$ cat src/rtl/core/ctsk_pkg.sv
// shared types and constants of the character stream tokenizer
// token and request structs, kind codes, counter widths and saturation helper
// no dependencies
package ctsk_pkg;

  localparam int CntBits    = 16;
  localparam int LenBits    = 16;
  localparam int OutBits    = 16;
  localparam int QDepth     = 4;
  localparam int QPtrBits   = $clog2(QDepth);
  localparam int RegIdxBits = 1;
  localparam int AddrBits   = RegIdxBits + 2;

  localparam logic [RegIdxBits-1:0] RegTabWidth = '0;
  localparam logic [3:0]            TabReset    = 4'd4;

  typedef enum logic [4:0] {
    TK_IDENT   = 5'd0,
    TK_KEYWORD = 5'd1,
    TK_INVALID = 5'd2,
    TK_EOF     = 5'd3,
    TK_NUMBER  = 5'd4,
    TK_STRING  = 5'd5,
    TK_PLUS    = 5'd6,
    TK_MUL     = 5'd7,
    TK_INC     = 5'd8,
    TK_DEC     = 5'd9,
    TK_EXP     = 5'd10,
    TK_MINUS   = 5'd11,
    TK_SLASH   = 5'd12,
    TK_EQUAL   = 5'd13,
    TK_ASSIGN  = 5'd14,
    TK_LTE     = 5'd15,
    TK_GTE     = 5'd16,
    TK_LPAREN  = 5'd17,
    TK_RPAREN  = 5'd18,
    TK_LBRACE  = 5'd19,
    TK_RBRACE  = 5'd20,
    TK_SEMI    = 5'd21
  } tok_kind_t;

  typedef enum logic [3:0] {
    PK_NONE, PK_WORD, PK_NUMBER, PK_STRING,
    PK_PLUS, PK_MINUS, PK_STAR, PK_EQ, PK_GT, PK_LT
  } pend_kind_t;

  typedef struct packed {
    tok_kind_t          kind;
    logic [OutBits-1:0] line;
    logic [OutBits-1:0] column;
    logic [OutBits-1:0] length;
    logic [7:0]         first_byte;
    logic               last;
  } token_t;

  // up to two tokens per request: the one that closes a pending token, then a fresh one
  typedef struct packed {
    logic   pend_valid;
    token_t pend_tok;
    logic   new_valid;
    token_t new_tok;
  } tok_push_t;

  function automatic logic [OutBits-1:0] sat_out(input logic [CntBits-1:0] v);
    logic [32:0] ext;
    ext = 33'(v);
    return (ext > 33'(2**OutBits - 1)) ? '1 : ext[OutBits-1:0];
  endfunction

endpackage

$ cat src/rtl/core/ctsk_apb_regs.sv
// configuration register block: tab width behind an apb-style port
// depends on ctsk_pkg
module ctsk_apb_regs (
  input  logic                         clk,
  input  logic                         rst,
  input  logic                         psel,
  input  logic                         penable,
  input  logic                         pwrite,
  input  logic [ctsk_pkg::AddrBits-1:0] paddr,
  input  logic [31:0]                  pwdata,
  output logic [31:0]                  prdata,
  output logic                         pready,
  output logic [3:0]                   tab_width
);
  import ctsk_pkg::*;

  logic                  wr_en;
  logic [RegIdxBits-1:0] reg_idx;

  assign reg_idx = paddr[AddrBits-1:2];
  assign pready  = 1'b1;
  assign wr_en   = psel && penable && pwrite && (reg_idx == RegTabWidth);

  always_ff @(posedge clk) begin
    if (rst) begin
      tab_width <= TabReset;
    end else if (wr_en) begin
      tab_width <= pwdata[3:0];
    end
  end

  always_comb begin
    prdata = '0;
    if (reg_idx == RegTabWidth) begin
      prdata = {28'd0, tab_width};
    end
  end

endmodule

$ cat src/rtl/core/ctsk_lexer.sv
// tokenizer state and single-pass next-state logic for one source byte
// depends on ctsk_pkg
module ctsk_lexer (
  input  logic                clk,
  input  logic                rst,
  input  logic                step,
  input  logic [7:0]          char_code,
  input  logic [3:0]          tab_width,
  output ctsk_pkg::tok_push_t push
);
  import ctsk_pkg::*;

  localparam int NumKw = 5;
  localparam logic [63:0] KwText [NumKw] = '{
    "function", {"print", 24'h0}, {"if", 48'h0}, {"else", 32'h0}, {"elseif", 16'h0}
  };
  localparam logic [3:0] KwLen [NumKw] = '{4'd8, 4'd5, 4'd2, 4'd4, 4'd6};

  localparam logic [7:0] ChNul   = 8'h00;
  localparam logic [7:0] ChTab   = 8'h09;
  localparam logic [7:0] ChLf    = 8'h0A;
  localparam logic [7:0] ChCr    = 8'h0D;
  localparam logic [7:0] ChSpace = 8'h20;
  localparam logic [7:0] ChQuote = 8'h22;
  localparam logic [7:0] ChUnder = 8'h5F;
  localparam logic [7:0] ChPlus  = 8'h2B;
  localparam logic [7:0] ChMinus = 8'h2D;
  localparam logic [7:0] ChStar  = 8'h2A;
  localparam logic [7:0] ChEq    = 8'h3D;
  localparam logic [7:0] ChGt    = 8'h3E;
  localparam logic [7:0] ChLt    = 8'h3C;
  localparam logic [7:0] ChSlash = 8'h2F;
  localparam logic [7:0] ChLpar  = 8'h28;
  localparam logic [7:0] ChRpar  = 8'h29;
  localparam logic [7:0] ChLbr   = 8'h7B;
  localparam logic [7:0] ChRbr   = 8'h7D;
  localparam logic [7:0] ChSemi  = 8'h3B;

  function automatic logic is_alpha(input logic [7:0] c);
    return (c inside {[8'h61:8'h7A]}) || (c inside {[8'h41:8'h5A]});
  endfunction

  function automatic logic is_digit(input logic [7:0] c);
    return c inside {[8'h30:8'h39]};
  endfunction

  function automatic logic [NumKw-1:0] kw_filter(input logic [NumKw-1:0] cands,
                                                 input logic [LenBits-1:0] idx,
                                                 input logic [7:0] c);
    logic [NumKw-1:0] keep;
    keep = '0;
    for (int i = 0; i < NumKw; i++) begin
      if (cands[i] && (idx < LenBits'(KwLen[i])) &&
          (KwText[i][(63 - 8*int'(idx[2:0])) -: 8] == c)) begin
        keep[i] = 1'b1;
      end
    end
    return keep;
  endfunction

  function automatic logic kw_hit(input logic [NumKw-1:0] cands,
                                  input logic [LenBits-1:0] len);
    logic hit;
    hit = 1'b0;
    for (int i = 0; i < NumKw; i++) begin
      if (cands[i] && (len == LenBits'(KwLen[i]))) begin
        hit = 1'b1;
      end
    end
    return hit;
  endfunction

  function automatic logic [LenBits-1:0] len_inc(input logic [LenBits-1:0] len);
    return (&len) ? len : len + LenBits'(1);
  endfunction

  function automatic logic [CntBits-1:0] cnt_add(input logic [CntBits-1:0] a,
                                                 input logic [3:0] b);
    logic [CntBits:0] s;
    s = {1'b0, a} + (CntBits+1)'(b);
    return s[CntBits] ? '1 : s[CntBits-1:0];
  endfunction

  function automatic token_t mk_tok(input tok_kind_t kind,
                                    input logic [CntBits-1:0] ln,
                                    input logic [CntBits-1:0] col,
                                    input logic [LenBits-1:0] len,
                                    input logic [7:0] fb);
    token_t t;
    t.kind       = kind;
    t.line       = sat_out(ln);
    t.column     = sat_out(col);
    t.length     = OutBits'(len);
    t.first_byte = fb;
    t.last       = 1'b0;
    return t;
  endfunction

  pend_kind_t         pend_kind, pend_kind_next;
  logic [NumKw-1:0]   kw_cands, kw_cands_next;
  logic [LenBits-1:0] pend_len, pend_len_next;
  logic [7:0]         pend_fb, pend_fb_next;
  logic [CntBits-1:0] start_line, start_line_next;
  logic [CntBits-1:0] start_col, start_col_next;
  logic [CntBits-1:0] cur_line, cur_line_next;
  logic [CntBits-1:0] cur_col, cur_col_next;

  logic       consumed;
  logic       do_begin;
  pend_kind_t begin_kind;
  pend_kind_t op_kind;
  logic [7:0] c;

  assign c = char_code;

  always_comb begin
    case (c)
      ChPlus:  op_kind = PK_PLUS;
      ChMinus: op_kind = PK_MINUS;
      ChStar:  op_kind = PK_STAR;
      ChEq:    op_kind = PK_EQ;
      ChGt:    op_kind = PK_GT;
      ChLt:    op_kind = PK_LT;
      default: op_kind = PK_NONE;
    endcase
  end

  always_comb begin
    pend_kind_next  = pend_kind;
    kw_cands_next   = kw_cands;
    pend_len_next   = pend_len;
    pend_fb_next    = pend_fb;
    start_line_next = start_line;
    start_col_next  = start_col;
    consumed        = 1'b0;
    do_begin        = 1'b0;
    begin_kind      = PK_NONE;
    push            = '0;

    // close or extend the pending token
    case (pend_kind)
      PK_WORD: begin
        if (is_alpha(c) || c == ChUnder) begin
          kw_cands_next = kw_filter(kw_cands, pend_len, c);
          pend_len_next = len_inc(pend_len);
          consumed      = 1'b1;
        end else begin
          push.pend_valid = 1'b1;
          push.pend_tok   = mk_tok(kw_hit(kw_cands, pend_len) ? TK_KEYWORD : TK_IDENT,
                                   start_line, start_col, pend_len, pend_fb);
        end
      end
      PK_NUMBER: begin
        if (is_digit(c)) begin
          pend_len_next = len_inc(pend_len);
          consumed      = 1'b1;
        end else begin
          push.pend_valid = 1'b1;
          push.pend_tok   = mk_tok(TK_NUMBER, start_line, start_col, pend_len, pend_fb);
        end
      end
      PK_STRING: begin
        if (c == ChNul) begin
          push.pend_valid = 1'b1;
          push.pend_tok   = mk_tok(TK_INVALID, start_line, start_col, pend_len, pend_fb);
        end else begin
          pend_len_next = len_inc(pend_len);
          consumed      = 1'b1;
          if (c == ChQuote) begin
            push.pend_valid = 1'b1;
            push.pend_tok   = mk_tok(TK_STRING, start_line, start_col,
                                     len_inc(pend_len), pend_fb);
          end
        end
      end
      PK_PLUS: begin
        push.pend_valid = 1'b1;
        consumed        = (c == ChPlus);
        push.pend_tok   = mk_tok(consumed ? TK_INC : TK_PLUS, start_line, start_col,
                                 consumed ? LenBits'(2) : LenBits'(1), pend_fb);
      end
      PK_MINUS: begin
        push.pend_valid = 1'b1;
        consumed        = (c == ChMinus);
        push.pend_tok   = mk_tok(consumed ? TK_DEC : TK_MINUS, start_line, start_col,
                                 consumed ? LenBits'(2) : LenBits'(1), pend_fb);
      end
      PK_STAR: begin
        push.pend_valid = 1'b1;
        consumed        = (c == ChStar);
        push.pend_tok   = mk_tok(consumed ? TK_EXP : TK_MUL, start_line, start_col,
                                 consumed ? LenBits'(2) : LenBits'(1), pend_fb);
      end
      PK_EQ: begin
        push.pend_valid = 1'b1;
        consumed        = (c == ChEq);
        push.pend_tok   = mk_tok(consumed ? TK_EQUAL : TK_ASSIGN, start_line, start_col,
                                 consumed ? LenBits'(2) : LenBits'(1), pend_fb);
      end
      PK_GT: begin
        push.pend_valid = 1'b1;
        consumed        = (c == ChEq);
        push.pend_tok   = mk_tok(consumed ? TK_GTE : TK_INVALID, start_line, start_col,
                                 consumed ? LenBits'(2) : LenBits'(1), pend_fb);
      end
      PK_LT: begin
        push.pend_valid = 1'b1;
        consumed        = (c == ChEq);
        push.pend_tok   = mk_tok(consumed ? TK_LTE : TK_INVALID, start_line, start_col,
                                 consumed ? LenBits'(2) : LenBits'(1), pend_fb);
      end
      default: begin
      end
    endcase

    // token closed: drop pending state
    if (push.pend_valid) begin
      pend_kind_next = PK_NONE;
      pend_len_next  = '0;
      pend_fb_next   = '0;
      kw_cands_next  = '1;
    end

    // byte not absorbed: start a new token, emit a one-byte or eof token, or skip whitespace
    if (!consumed) begin
      if (op_kind != PK_NONE) begin
        do_begin   = 1'b1;
        begin_kind = op_kind;
      end else if (c == ChSpace || c == ChTab || c == ChLf || c == ChCr) begin
        do_begin = 1'b0;
      end else if (c == ChNul) begin
        push.new_valid = 1'b1;
        push.new_tok   = mk_tok(TK_EOF, cur_line, cur_col, '0, '0);
      end else if (c == ChQuote) begin
        do_begin   = 1'b1;
        begin_kind = PK_STRING;
      end else if (is_alpha(c)) begin
        do_begin   = 1'b1;
        begin_kind = PK_WORD;
      end else if (is_digit(c)) begin
        do_begin   = 1'b1;
        begin_kind = PK_NUMBER;
      end else begin
        push.new_valid = 1'b1;
        case (c)
          ChSlash: push.new_tok = mk_tok(TK_SLASH, cur_line, cur_col, LenBits'(1), c);
          ChLpar:  push.new_tok = mk_tok(TK_LPAREN, cur_line, cur_col, LenBits'(1), c);
          ChRpar:  push.new_tok = mk_tok(TK_RPAREN, cur_line, cur_col, LenBits'(1), c);
          ChLbr:   push.new_tok = mk_tok(TK_LBRACE, cur_line, cur_col, LenBits'(1), c);
          ChRbr:   push.new_tok = mk_tok(TK_RBRACE, cur_line, cur_col, LenBits'(1), c);
          ChSemi:  push.new_tok = mk_tok(TK_SEMI, cur_line, cur_col, LenBits'(1), c);
          default: push.new_tok = mk_tok(TK_INVALID, cur_line, cur_col, LenBits'(1), c);
        endcase
      end
    end

    if (do_begin) begin
      pend_kind_next  = begin_kind;
      pend_fb_next    = c;
      pend_len_next   = LenBits'(1);
      start_line_next = cur_line;
      start_col_next  = cur_col;
      kw_cands_next   = kw_filter('1, '0, c);
    end

    push.new_tok.last  = 1'b1;
    push.pend_tok.last = !push.new_valid;
  end

  // position of the next byte
  always_comb begin
    cur_line_next = cur_line;
    cur_col_next  = cur_col;
    if (c == ChLf) begin
      cur_line_next = cnt_add(cur_line, 4'd1);
      cur_col_next  = CntBits'(1);
    end else if (c == ChTab) begin
      cur_col_next = cnt_add(cur_col, tab_width);
    end else if (c != ChNul) begin
      cur_col_next = cnt_add(cur_col, 4'd1);
    end
  end

  always_ff @(posedge clk) begin
    if (rst) begin
      pend_kind  <= PK_NONE;
      kw_cands   <= '1;
      pend_len   <= '0;
      pend_fb    <= '0;
      start_line <= CntBits'(1);
      start_col  <= CntBits'(1);
      cur_line   <= CntBits'(1);
      cur_col    <= CntBits'(1);
    end else if (step) begin
      pend_kind  <= pend_kind_next;
      kw_cands   <= kw_cands_next;
      pend_len   <= pend_len_next;
      pend_fb    <= pend_fb_next;
      start_line <= start_line_next;
      start_col  <= start_col_next;
      cur_line   <= cur_line_next;
      cur_col    <= cur_col_next;
    end
  end

endmodule

$ cat src/rtl/core/ctsk_out_queue.sv
// result queue: takes up to two tokens per cycle, hands out one per cycle while out_ready is high
// depends on ctsk_pkg
module ctsk_out_queue (
  input  logic                clk,
  input  logic                rst,
  input  logic                push_en,
  input  ctsk_pkg::tok_push_t push,
  output logic                space_ok,
  output logic                out_valid,
  input  logic                out_ready,
  output ctsk_pkg::token_t    out_tok
);
  import ctsk_pkg::*;

  token_t              mem [QDepth];
  logic [QPtrBits-1:0] wr_ptr;
  logic [QPtrBits-1:0] rd_ptr;
  logic [QPtrBits:0]   count;
  logic                wr_a;
  logic                wr_b;
  logic                pop;
  token_t              first_tok;
  logic [QPtrBits:0]   n_push;

  assign wr_a      = push_en && push.pend_valid;
  assign wr_b      = push_en && push.new_valid;
  assign first_tok = wr_a ? push.pend_tok : push.new_tok;
  assign n_push    = (QPtrBits+1)'(wr_a) + (QPtrBits+1)'(wr_b);
  assign out_valid = (count != '0);
  assign pop       = out_valid && out_ready;
  assign out_tok   = mem[rd_ptr];
  assign space_ok  = (count <= (QPtrBits+1)'(QDepth - 2));

  always_ff @(posedge clk) begin
    if (wr_a || wr_b) begin
      mem[wr_ptr] <= first_tok;
    end
    if (wr_a && wr_b) begin
      mem[wr_ptr + QPtrBits'(1)] <= push.new_tok;
    end
  end

  always_ff @(posedge clk) begin
    if (rst) begin
      wr_ptr <= '0;
      rd_ptr <= '0;
      count  <= '0;
    end else begin
      wr_ptr <= wr_ptr + QPtrBits'(n_push);
      if (pop) begin
        rd_ptr <= rd_ptr + QPtrBits'(1);
      end
      count <= count + n_push - (QPtrBits+1)'(pop);
    end
  end

endmodule

$ cat src/rtl/core/char_stream_tokenizer_top.sv
// character stream tokenizer: one source byte in per cycle while in_ready is high, up to two tokens out
// tokens are written into the result queue on the edge that accepts the byte completing them
// throughput: one byte per cycle while the result queue has room for two tokens; a byte giving two
// tokens hands them out one at a time, set by the single-token output port and the four-entry result queue
// reset: synchronous, clears tokenizer state to line 1 column 1, empties the queue, tab width 4
module char_stream_tokenizer_top (
  input  logic                          clk,
  input  logic                          rst,
  input  logic                          in_valid,
  output logic                          in_ready,
  input  logic [7:0]                    char_code,
  output logic                          out_valid,
  input  logic                          out_ready,
  output logic [4:0]                    token_kind,
  output logic [15:0]                   token_line,
  output logic [15:0]                   token_column,
  output logic [15:0]                   token_length,
  output logic [7:0]                    first_byte,
  output logic                          last_in_run,
  input  logic                          psel,
  input  logic                          penable,
  input  logic                          pwrite,
  input  logic [ctsk_pkg::AddrBits-1:0] paddr,
  input  logic [31:0]                   pwdata,
  output logic [31:0]                   prdata,
  output logic                          pready
);
  import ctsk_pkg::*;

  logic      [3:0] tab_width;
  logic            step;
  tok_push_t       push;
  token_t          out_tok;

  assign step = in_valid && in_ready;

  ctsk_apb_regs u_regs (
    .clk       (clk),
    .rst       (rst),
    .psel      (psel),
    .penable   (penable),
    .pwrite    (pwrite),
    .paddr     (paddr),
    .pwdata    (pwdata),
    .prdata    (prdata),
    .pready    (pready),
    .tab_width (tab_width)
  );

  ctsk_lexer u_lexer (
    .clk       (clk),
    .rst       (rst),
    .step      (step),
    .char_code (char_code),
    .tab_width (tab_width),
    .push      (push)
  );

  ctsk_out_queue u_queue (
    .clk       (clk),
    .rst       (rst),
    .push_en   (step),
    .push      (push),
    .space_ok  (in_ready),
    .out_valid (out_valid),
    .out_ready (out_ready),
    .out_tok   (out_tok)
  );

  assign token_kind   = out_tok.kind;
  assign token_line   = out_tok.line;
  assign token_column = out_tok.column;
  assign token_length = out_tok.length;
  assign first_byte   = out_tok.first_byte;
  assign last_in_run  = out_tok.last;

endmodule

$ cat config.mk
export PLATFORM = sky130hd
export DESIGN_NAME = char_stream_tokenizer_top
export DESIGN_NICKNAME = d
export VERILOG_FILES = /design/src/rtl/core/ctsk_pkg.sv /design/src/rtl/core/ctsk_apb_regs.sv /design/src/rtl/core/ctsk_lexer.sv /design/src/rtl/core/ctsk_out_queue.sv /design/src/rtl/core/char_stream_tokenizer_top.sv
export SDC_FILE = /design/constraint.sdc
export NUM_CORES = 1
export LEC_CHECK = 0
export BUFFER_PORTS_ARGS = -buffer_cell sky130_fd_sc_hd__buf_2
export CELL_PAD_IN_SITES_DETAIL_PLACEMENT = 0
export CELL_PAD_IN_SITES_GLOBAL_PLACEMENT = 1
export CORE_MARGIN = 2
export CORE_UTILIZATION = 30
export CTS_BUF_LIST = sky130_fd_sc_hd__clkbuf_4
export CTS_CLUSTER_SIZE = 8
export DETAILED_ROUTE_END_ITERATION = 8
export PLACE_DENSITY = 0.65
export SLEW_MARGIN = 15
export SYNTH_ARGS = -nofsm -noshare
export SYNTH_HDL_FRONTEND = slang
export SYNTH_SLANG_ARGS = --single-unit
$ cat constraint.sdc
create_clock -name clk -period 6.11 [get_ports clk]
set_input_delay 0.611 -clock clk [delete_from_list [all_inputs] [get_ports clk]]
set_output_delay 0.611 -clock clk [all_outputs]
set_load 0.03 [all_outputs]
; ---- Word-level counts from Yosys, hierarchy flattened
; Memory sizes are Yosys's and may differ from the RTL's. A register that Yosys moved wholly into a read port is not among the register bits.
; Cells that the tools add are included.
[word_totals]
regBits = 108
latch_bits = 0
mem_bits_rw = 248
romBits = 0
in_bits = 50
out_inout_bits = 97
elab_cells = 223
mem_count = 1
[mem_list]
columns = name, words, word_bits, read_ports, rd_ports_with_merged_regs, write_ports, line
row1 = u_queue.mem, 4, 62, 1, 1, 2, ctsk_out_queue.sv:15  ; token_t mem [QDepth];
[classes]
addsub = 11
n_mul = 0
n_div = 0
magnitude_cmp = 12
n_eq_ne = 44
n_shift = 5
muxes = 87
bitwise_logic = 1
reduce_logical = 50
[ops]
columns = operator, n
row1 = two-way mux 63 bit, 11
row2 = case mux 63 bit (9 select lines), 1
row3 = case mux 62 bit (6 select lines), 1
row4 = "indexed part select 71 x 32 -> 8 bit, first input constant", 5
row5 = two-way mux 16 bit, 12
row6 = "== test 8 x 6 -> 1 bit, second input constant", 12
row7 = two-way mux 62 bit, 1
row8 = "== test 16 x 3 -> 1 bit, second input constant", 3
row9 = "less-than comparator 16 x 3 -> 1 bit, second input constant", 3
row10 = two-way mux 4 bit, 12
row11 = case mux 16 bit (3 select lines), 1
row12 = == test 8 bit, 5
row13 = "adder 16 x 1 -> 17 bit, second input constant", 2
row14 = "== test 7 x 8 -> 1 bit, first input constant", 4
row15 = two-way mux 1 bit, 30
row16 = logical AND 1 bit, 26
row17 = two-way mux 5 bit, 5
row18 = "== test 8 x 4 -> 1 bit, second input constant", 3
row19 = "== test 8 x 7 -> 1 bit, second input constant", 3
row20 = case mux 4 bit (6 select lines), 1
row21 = two-way mux 2 bit, 9
row22 = adder 16 x 4 -> 17 bit, 1
row23 = "adder 16 x 1 -> 16 bit, second input constant", 1
row24 = "== test 16 x 2 -> 1 bit, second input constant", 1
row25 = other kinds (36), 57

; ---- Logic depth before layout (Yosys ltp)
[depth]
depth_word = 16
mapped_depth = 18
mapped_depth_nobuf = 14

; ---- Cells and area by module
; Synthesis repeated with hierarchy kept, for this count alone.
[hier_totals]
hier_cells = 1693
hier_area_um2 = 20483.4
[modules_own_cells]
columns = mod, instances, cells_each, area_each_um2, seq_area_each_um2
row1 = ctsk_out_queue, 1, 661, 12655.9, 7627.3
row2 = ctsk_lexer, 1, 978, 7374.6, 1941.9
row3 = ctsk_apb_regs, 1, 53, 446.7, 80.1
row4 = char_stream_tokenizer_top, 1, 1, 6.3, 0.0

; ---- Least setup slack after synthesis
; Ideal clock, no wire load.
[synth_path]
kind = input to register
startpoint = in char_code[0]
endpoint = mem u_queue.mem[0][1] (netlist bit) (enable)
setup_ns = 0.401
arrival_ns = 4.135
required_time_ns = 5.709
slack_ns = 1.574
stages = 11
path_buffers = 1
path_cell_list = or4_4 o21ai_1 nor3_2 or3_4 nor3_2 buf_2 nand2_1 ha_1 nor3_1 nor2_1 inv_1
[synth_lines]
columns = element, line
row1 = start: declaration, char_stream_tokenizer_top.sv:11  ; input logic [7:0] char_code,
row2 = end: declaration, ctsk_out_queue.sv:15

==> results.json <==
{
  "worst_ir_drop_vdd_mv": 0.156,
  "p_leak_nw": 7.07,
  "busiest_layer": "met2",
  "syn_to_final_growth_pct": 12.6,
  "crit_family": "simple AND/OR/NAND/NOR gates",
  "drv_slew": 0,
  "grt_max_degree": 101,
  "cp_cell_sequence": "or4b_1 > nor3_2 > or3_4 > nor3_4 > nand2_1 > ha_1 > nor2b_1 > nand2b_1 > o22ai_4 > buf_4 > a32o_1",
  "max-slew-margin-rel_pct": 26.8,
  "cts_setup_buffers": 0,
  "fp-row-count": 91,
  "io_buffer_count": 87,
  "detail-route-antenna-nets": 0,
  "setup_tns_ns": 0,
  "avgSynthCellArea_um2": 10.7,
  "worstPathRequired_ns": 6.67,
  "fmax_mhz": 226,
  "cp.arrival_ns": 4.99,
  "antenna_found_initial": 5,
  "cts_resized": 0,
  "slowest_delay_ns": 0.73,
  "synth_cells": 1758,
  "cts_buffers": 98,
  "globalRouteMet2Util_pct": 29.7,
  "die_x_um": 254,
  "post-route-util_pct": 34.2,
  "drt_drc_violations_left": 0,
  "worstPathMaxFanout": 40,
  "critical_path_class": "reg -> reg",
  "grt_pass1_wl_um": 89100,
  "io_pins": 147,
  "finalPower_w": 0.00684,
  "dr.first_iter.drc_count": 1271,
  "routed_via_density": 5.58,
  "nFillCells": 6334,
  "hold_viol_final": 0,
  "cts-root-buf": "clkbuf_4",
  "first_pass_iters": 6,
  "grt.total_usage_pct": 17.9,
  "status": "finished clean",
  "overflow": 0,
  "yosysWarnings": 0,
  "gp_congestion": 0.801,
  "clock_path_buffers": 3,
  "p_per_area_nw_per_um2": 324,
  "wl_um": 57900,
  "drt-wirelength-per-cell_um": 21.3,
  "worstMarginPinSlew_ns": 1.08,
  "clkSinkCount": 358,
  "startpoint_type": "register",
  "yosysUniqueCellTypes": 94,
  "die_y_um": 254,
  "layout_common_cells": "nand2_1, edfxtp_1, dfxtp_1",
  "yosys_most_used_dff": "edfxtp_1",
  "clock_skew_ns": 0.0722,
  "setup_viol": 0,
  "die_area_um2": 64500,
  "syn_area_um2": 18700,
  "path_clk_slew_ns": 0.06,
  "synth-edff-count": 184,
  "synth-seq-cells": 358,
  "vias": 15200,
  "grt_setup_unrepaired": "false",
  "drive_gt1_share_pct": 20.6,
  "grt_pass1_vias": 14900,
  "nets": 1870,
  "synth-async-reset-ratio_pct": 0,
  "hold-worst-slack_ns": 0.146,
  "cts_tree": "done",
  "cts_max_level": 3,
  "met3_usage_pct": 3.41,
  "reg2reg_slack_ns": 1.68,
  "clock_latency_ns": 0.84,
  "start_util_pct": 30.4,
  "cp_num_buf_inv": 1,
  "core_area_um2": 61700,
  "drv_cap": 0,
  "hold_path_class": "in -> reg",
  "met1_usage_pct": 22.9,
  "ys_seq_area_share_pct": 48.1,
  "fin_crit_sh_pct": 72.5,
  "crit_slowest_cell": "dfxtp_1",
  "fin_crit_ns": 4.43,
  "mostFrequentLayoutCell": "nand2_1",
  "hpwl_um": 34300,
  "crit_path_end_kind": "register"
}
[cells by family after synthesis]
group / count (synthesis) / share of synthesized area (%)
multiplexers: 78 / 8.32
AND/OR/NAND/NOR: 514 / 14.0
AO/OA/AOI/OAI: 510 / 20.7
other: 2 / 0.0401
XOR/XNOR: 36 / 1.68
flip-flops: 358 / 48.1
buffers and inverters: 239 / 5.70
adder cells (fa/ha/maj): 21 / 1.48
[what timing repair did]
item | 4_1_cts | 5_1_grt
endpoints found under the setup margin | 0 | 0
endpoints found under the hold margin | 3 | 0
hold buffers | 3 | 0
[area by class of cell]
type | count | area, um2 | area share, %
diodes | 3 | 7.51 | 0.0356
clock buffers | 152 | 1140 | 5.41
clock inverters | 26 | 170 | 0.806
inverters | 30 | 113 | 0.534
multi-input cells | 1188 | 8820 | 41.8
flip-flops and latches | 358 | 9020 | 42.7
well taps | 837 | 1050 | 4.96
repair buffers | 123 | 791 | 3.75
[sequential cells by signal, indices dropped and copies added, names as in the netlist, 4 cells and up, named ones only]
signal	count
u_lexer.pend_len	16
u_lexer.kw_cands	5
u_lexer.cur_col	16
u_regs.tab_width	4
u_lexer.pend_fb	8
u_lexer.pend_kind	4
u_queue.mem	248
u_lexer.start_col	16
u_lexer.start_line	16
u_lexer.cur_line	16
[stage by stage]
step | cells | setup slack (ns) | cell area [um2]
floorplan | 1785 | 1.57 | 18800
global placement | 2533 | 1.12 | 19800
detailed placement | 2533 | 1.06 | 19800
CTS | 2714 | 1.71 | 21100
global route | 2716 | 1.47 | 21100
finish | 2717 | 1.68 | 21100
[worst paths after layout]
check	start	endpoint	cells after the start
max	u_lexer.pend_kind[0]	u_queue.mem[1][27]	11
min	pwdata[2]	u_regs.tab_width[2]	4
max reg2reg	u_lexer.pend_kind[0]	u_queue.mem[1][27]	11
min reg2reg	u_queue.mem[2][19]	u_queue.mem[2][19]	2
[power breakdown]
group | switching (W) | total (W) | internal (W) | leakage (nW)
Sequential | 0.000175 | 0.00289 | 0.00272 | 3.29
Clock | 0.00104 | 0.00226 | 0.00122 | 0.781
Combinational | 0.00114 | 0.00169 | 0.000554 | 3.00
[cells in the mapped netlist (all sizes together), types with 18 or more instances]
library cell / count / area (um2)
a21oi: 104 / 521
a22o: 31 / 272
a32o: 162 / 1620
buf: 89 / 505
clkbuf: 120 / 450
dfxtp: 174 / 3480
edfxtp: 184 / 5530
ha: 19 / 238
inv: 29 / 109
mux4: 62 / 1400
nand2: 188 / 706
nand2b: 21 / 131
nand3: 50 / 250
nand4: 19 / 119
nor2: 85 / 352
nor2b: 18 / 113
nor3: 34 / 201
o21ai: 78 / 390
o22ai: 34 / 219
xnor2: 21 / 184
[worst min-delay path: stages]
cell and delay [ns]:
buf_2 0.07, inv_1 0.03, nor2_1 0.10, a211o_1 0.10
[routing by layer]
layer  share of wire [%]  wire length, um
met1                  42            24500
met2                  48            28100
met3                 6.9             4000
met4                 2.1             1220
met5               0.079               46
Power figures use the tool's default switching activity.
